`src/rtl/rrfp_pkg.sv`:
```
// Shared types and codes for the request/response flow pairing core.
// No dependencies.
`default_nettype none
package rrfp_pkg;

	localparam int FLOW_SLOTS_DEF = 64;

	// item kinds
	localparam logic [1:0] KIND_REQ   = 2'd0;
	localparam logic [1:0] KIND_RESP  = 2'd1;
	localparam logic [1:0] KIND_CLEAR = 2'd2;

	// result status codes
	localparam logic [2:0] ST_OPENED    = 3'd0;
	localparam logic [2:0] ST_NOW_AMBIG = 3'd1;
	localparam logic [2:0] ST_AMBIG     = 3'd2;
	localparam logic [2:0] ST_PAIRED    = 3'd3;
	localparam logic [2:0] ST_NOT_PEND  = 3'd4;
	localparam logic [2:0] ST_NO_FLOW   = 3'd5;
	localparam logic [2:0] ST_CLEARED   = 3'd6;
	localparam logic [2:0] ST_IGNORED   = 3'd7;

	// pending states of a flow
	localparam logic [1:0] PEND_IDLE  = 2'd0;
	localparam logic [1:0] PEND_ONE   = 2'd1;
	localparam logic [1:0] PEND_AMBIG = 2'd2;

	typedef struct packed {
		logic [1:0]  kind;
		logic [31:0] source_addr;
		logic [31:0] dest_addr;
		logic [15:0] source_port;
		logic [15:0] dest_port;
		logic [31:0] timestamp;
		logic [31:0] request_tag;
	} item_t;

	typedef struct packed {
		logic [2:0]  status;
		logic        paired;
		logic [31:0] paired_tag;
		logic [5:0]  slot;
		logic        evicted;
	} result_t;

	typedef struct packed {
		logic [31:0] client_addr;
		logic [31:0] server_addr;
		logic [15:0] client_port;
		logic [15:0] server_port;
		logic [1:0]  pend;
		logic [31:0] last_time;
		logic [31:0] tag;
	} entry_t;

	// controller to datapath
	typedef struct packed {
		logic load;
		logic rd;
		logic cmp;
		logic fin;
	} cmd_t;

	// datapath to controller
	typedef struct packed {
		logic trivial;
		logic empty;
		logic match;
		logic last;
		logic out_busy;
	} sts_t;

endpackage
`default_nettype wire

```
`src/rtl/rrfp_ctrl.sv`:
```
// Controller state machine sequencing accept, table scan and final update.
// Depends on rrfp_pkg.
`default_nettype none
module rrfp_ctrl (
	input  wire                 clk,
	input  wire                 arst_n,
	input  wire                 item_valid,
	output logic                item_stall,
	input  wire rrfp_pkg::sts_t sts,
	output rrfp_pkg::cmd_t      cmd
);

	typedef enum logic [4:0] {
		S_IDLE = 5'b00001,
		S_CHK  = 5'b00010,
		S_RD   = 5'b00100,
		S_CMP  = 5'b01000,
		S_FIN  = 5'b10000
	} state_t;

	state_t state_q, state_d;

	// commands
	always_comb begin
		item_stall = state_q != S_IDLE;
		cmd.load   = state_q == S_IDLE && item_valid;
		cmd.rd     = state_q == S_RD;
		cmd.cmp    = state_q == S_CMP;
		cmd.fin    = state_q == S_FIN && !sts.out_busy;
	end

	// next state
	always_comb begin
		state_d = state_q;
		case (state_q)
			S_IDLE: begin
				if (item_valid) state_d = S_CHK;
			end
			S_CHK: begin
				state_d = (sts.trivial || sts.empty) ? S_FIN : S_RD;
			end
			S_RD: begin
				state_d = S_CMP;
			end
			S_CMP: begin
				state_d = (sts.match || sts.last) ? S_FIN : S_RD;
			end
			S_FIN: begin
				if (!sts.out_busy) state_d = S_IDLE;
			end
			default: begin
				state_d = S_IDLE;
			end
		endcase
	end

	always_ff @(posedge clk or negedge arst_n) begin
		if (!arst_n) begin
			state_q <= S_IDLE;
		end else begin
			state_q <= state_d;
		end
	end

endmodule
`default_nettype wire

```
`config.mk`:
```
export PLATFORM = sky130hd
export DESIGN_NAME = rrfp_ctrl
export DESIGN_NICKNAME = d
export VERILOG_FILES = /design/src/rtl/rrfp_pkg.sv /design/src/rtl/rrfp_ctrl.sv
export SDC_FILE = /design/constraint.sdc
export NUM_CORES = 1
export LEC_CHECK = 0
export ABC_AREA = 1
export ABC_CLOCK_PERIOD_IN_PS = 950
export BUFFER_PORTS_ARGS = -buffer_cell sky130_fd_sc_hd__clkbuf_2
export CAP_MARGIN = 20
export CELL_PAD_IN_SITES_DETAIL_PLACEMENT = 2
export CELL_PAD_IN_SITES_GLOBAL_PLACEMENT = 2
export CORE_UTILIZATION = 21
export CTS_BUF_LIST = sky130_fd_sc_hd__clkbuf_8
export DETAILED_ROUTE_END_ITERATION = 6
export HOLD_SLACK_MARGIN = 0.05
export PLACE_DENSITY_LB_ADDON = 0.1
export SETUP_SLACK_MARGIN = 0.4
export SLEW_MARGIN = 20
export SYNTH_ARGS = -nofsm -noshare
export SYNTH_HDL_FRONTEND = slang
export SYNTH_SLANG_ARGS = --single-unit
export TNS_END_PERCENT = 10
```
`constraint.sdc`:
```
create_clock -name clk -period 0.95 [get_ports clk]
set_input_delay 0 -clock clk [delete_from_list [all_inputs] [get_ports clk]]
set_output_delay 0 -clock clk [all_outputs]
set_load 0.01 [all_outputs]
```
# Yosys cells after proc, flatten, opt, wreduce, memory -nomap -nowiden
# Cells that the tools add are included.
# classes
eq_ne,8
mux,5
reduce_logical,6
# op_table
cell,count
5-bit case mux with 5 select lines,1
5-bit two-way mux,4
"5-bit by 1-bit equality test with 1-bit output, second input constant",1
"5-bit by 2-bit equality test with 1-bit output, second input constant",1
"5-bit by 3-bit equality test with 1-bit output, second input constant",1
"5-bit by 4-bit equality test with 1-bit output, second input constant",1
"5-bit equality test, second input constant",1
"5-bit by 1-bit inequality test with 1-bit output, second input constant",1
"2-bit inequality test, second input constant",2
1-bit logical AND,2
1-bit logical OR,2
2-bit AND reduction,1
1-bit logical NOT,1
# word_totals
regBits,5
inputBits,8
out_inout_bits,5

# Depth between registers and ports, before layout
# depth
ltp_word,3
ltp_mapped,7

# Least setup slack after synthesis
# OpenSTA, ideal clock, no wires.
# synth_path
path_kind,register to output
startpoint,register state_q[0]
endpoint,output port cmd[3] (netlist bit)
t_arrival_ns,1.019
required_ns,0.950
path_slack_ns,-0.069
stages_incl_launch_ff,5
n_path_buf,0
path_cell_list,dfstp_2 > inv_1 > nor2_2 > nand3_1 > nor2_1
# synth_lines
element,line,source
"start, declared",rrfp_ctrl.sv:21,"state_t state_q, state_d;"
"start signal, assigned",rrfp_ctrl.sv:61,state_q <= state_d;
"end, declared",rrfp_ctrl.sv:10,output rrfp_pkg::cmd_t cmd

==> metrics <==
gpl congestion=between 0.6 and 0.7; detailed-route via count=369; CP max FO=3; placed cells=75; Max Cap Violations=0; Horiz. Die Dim=just over 40 microns; Sinks on Clock Net=5; CTS tree=built; library cells used by synthesis=15; commonest cells after routing, fill and taps aside=11 x clkbuf_2, 9 x inv_1, 8 x nand2_1, 6 x nor2_1, 5 x buf_4; GR Util All Layers=about 16%; worst reg2reg endpoint=state_q[0]$_DFFE_PN1P_; Synth top area share=between 30% and 40%; cells after synthesis=44; grt ovf=0; final worst-path cycle share=133%; worst hold slack=~0.055 ns; n_diodes=0; Setup crit end kind=primary output; full die area=0.00165 sq mm; cell-by-cell trace of the critical path=inv_2 -> nor2_4 -> nand3_2 -> nor2_2 -> buf_2; Post-Layout Inst Area=around 510 sq um; Net Count, Synth=52; fmax=794 MHz; Avg Cell Area, Syn=7.14 sq um; CP Launch Type=register; worst path buffer plus inverter count=2; Skew-Pair Late Insertion Delay=between 0.2 and 0.25 ns; R2R cell count=7; skew final=slightly above 0.002 ns; via/cell ratio=between 4 and 5; post-route setup slack=-0.310 ns; antenna violations before repair=0; top flop regs=state_q: 5 flops; row cnt=13; failing checks=setup timing; CP top delay family=flip-flops; flop-to-flop setup slack=-0.18 ns; Critical R2R Launch=state_q[0]$_DFFE_PN1P_; Die Ht=around 40 microns; Final Non-Filler Cells=81; Rel. slew slack=86.0%; Post-DP Area=roughly 430 sq um; final hold vios=0; Max Root-Sink Buffers=2; drt initial violations=1; status=complete, but fails checks; fraction of layout cells with a size suffix above 1=about half; Initial Util=23.3%; Top reg by flops=state_q; Pins Over Slew Limit=0; part of the Yosys area used for sequential elements=a little over 40%; DRT antenna net count=0; Core Area=~0.0014 sq mm; critical path class=register to primary output; clock slew seen by the registers of the worst setup and hold paths=around 0.040 ns; Root Driver=clkbuf_8; cell taking the most area after synthesis=dfrtp_1; Synth area leaders=dfrtp_1 32%, inv_1 11%, nand2_1 9.6%, nor2_1 9.6%, dfstp_2 8.4%; Post-DP HPWL=834 microns; DP Worst Slack=-0.214 ns; Layout area overhead=62.9%; Total Wirelength=just over 1000 microns; Num CTS Buffers=3; Worst Setup SP=state_q[0]$_DFFE_PN1P_; maximum vdd drop=773 uV; final core occ=between 30% and 40%; crit path DAT=between 1 and 1.5 ns; slowest stage cell on the critical path=dfstp_2; first-pass GRT wire length=between 1500 and 2000 microns; Final min period=about 1.3 ns; # IOs=13; Slew @ Worst Pin=0.210 ns; IO buf count=12; DR WL/cell=approximately 13 microns; WP data required=about 0.95 ns; Synthesis Warnings=0; unrepaired setup endpoints after global routing=true; via count of the first global-routing pass=slightly below 400; H-tree depth=1; mapped cell area=approximately 310 sq um; layout net count=75; LEAKAGE=between 0.2 and 0.3 nW; setup violators final=10; most common cell after layout, fill and taps aside=clkbuf_2; Crit. path cell count=5; largest net degree at the start of global routing=6; number of flip-flops in the largest register=5; crit path to=cmd[3]; Hold Crit Class=primary input to register; DRT Pass-1 Iters=2; post-synthesis register bit count=5; DRC Markers=0; CP peak stage delay=around 0.55 ns; Cell Pwr Density=about 2700 mW/mm^2
## kinds of logic (layout without fill, tap and decap cells)
group	after synthesis	after routing	synth area share [%]
buf+inv	9	31	10.8
flops	5	5	40.2
compound gates	3	3	6.37
simple gates	27	27	42.6
## cell type report
| class | count | area (sq um) |
|---|---|---|
| fill | 165 | 838 |
| multi-input combinational | 30 | 179 |
| sequential | 5 | 128 |
| timing repair buffer | 18 | 108 |
| clock buffer | 3 | 41.3 |
| inverter | 9 | 33.8 |
| tap | 15 | 18.8 |
| clock inverter | 1 | 3.75 |
## synthesized netlist by cell type, drive strengths merged
| cell type | instances |
|---|---|
| o211ai | 1 |
| dfstp | 1 |
| nand3 | 4 |
| inv | 9 |
| o31ai | 1 |
| nand2 | 9 |
| nand4 | 2 |
| dfrtp | 4 |
| or2 | 1 |
| a21oi | 1 |
| nor2 | 11 |
## report_power, final
part	total [W]	internal (W)	switching, W	leakage (nW)
clock	0.000388	0.000277	0.000111	0.0269
sequential	0.000361	0.000292	0.0000688	0.0638
combinational	0.000629	0.000267	0.000361	0.205
total	0.00138	0.000837	0.000541	0.296
## worst reg2reg max path, cell delays in order, from the launching register on
cell and delay, ns:
dfstp_2 0.55, inv_2 0.06, nor2_4 0.09, nand4_1 0.12
nand2_1 0.10, inv_1 0.04, nand2_1 0.05, nand2_1 0.05
## worst min path at each step
stage	from	to	slack, ns	cells past startpoint
after floorplan	arst_n	state_q[1]$_DFFE_PN0P_	-0.30	0
after detailed placement	arst_n	state_q[4]$_DFFE_PN0P_	-0.18	1
after CTS	item_valid	state_q[1]$_DFFE_PN0P_	0.05	3
final	item_valid	state_q[1]$_DFFE_PN0P_	0.06	3
after global placement	arst_n	state_q[3]$_DFFE_PN0P_	-0.18	1
after global routing	item_valid	state_q[1]$_DFFE_PN0P_	0.06	3
## stage by stage
step / power, W / TNS (ns)
3_5_place_dp: 0.000885 / -0.927
6_report: 0.00138 / -1.90
2_1_floorplan: 0.000680 / -0.163
5_1_grt: 0.00150 / -2.64
3_3_place_gp: 0.000834 / -0.358
4_1_cts: 0.00139 / -2.10
## layer usage
metal / vias up / global-route usage (%) / share of wire [%]
met1: 171 / 16.5 / 40
met5: - / 0 / 0
met4: 0 / 17.5 / 3.5
met3: 4 / 1.63 / 4.4
li1: 179 / - / -
met2: 15 / 28.2 / 52
## what timing repair did
action,4_1_cts,5_1_grt
cloned,0,0
buffers inserted,1,0
pin swaps,1,2
hold buffers,1,0
resized for setup,6,2
endpoints found under the setup margin,10,10
endpoints found under the hold margin,6,0
Power figures use the tool's default switching activity.
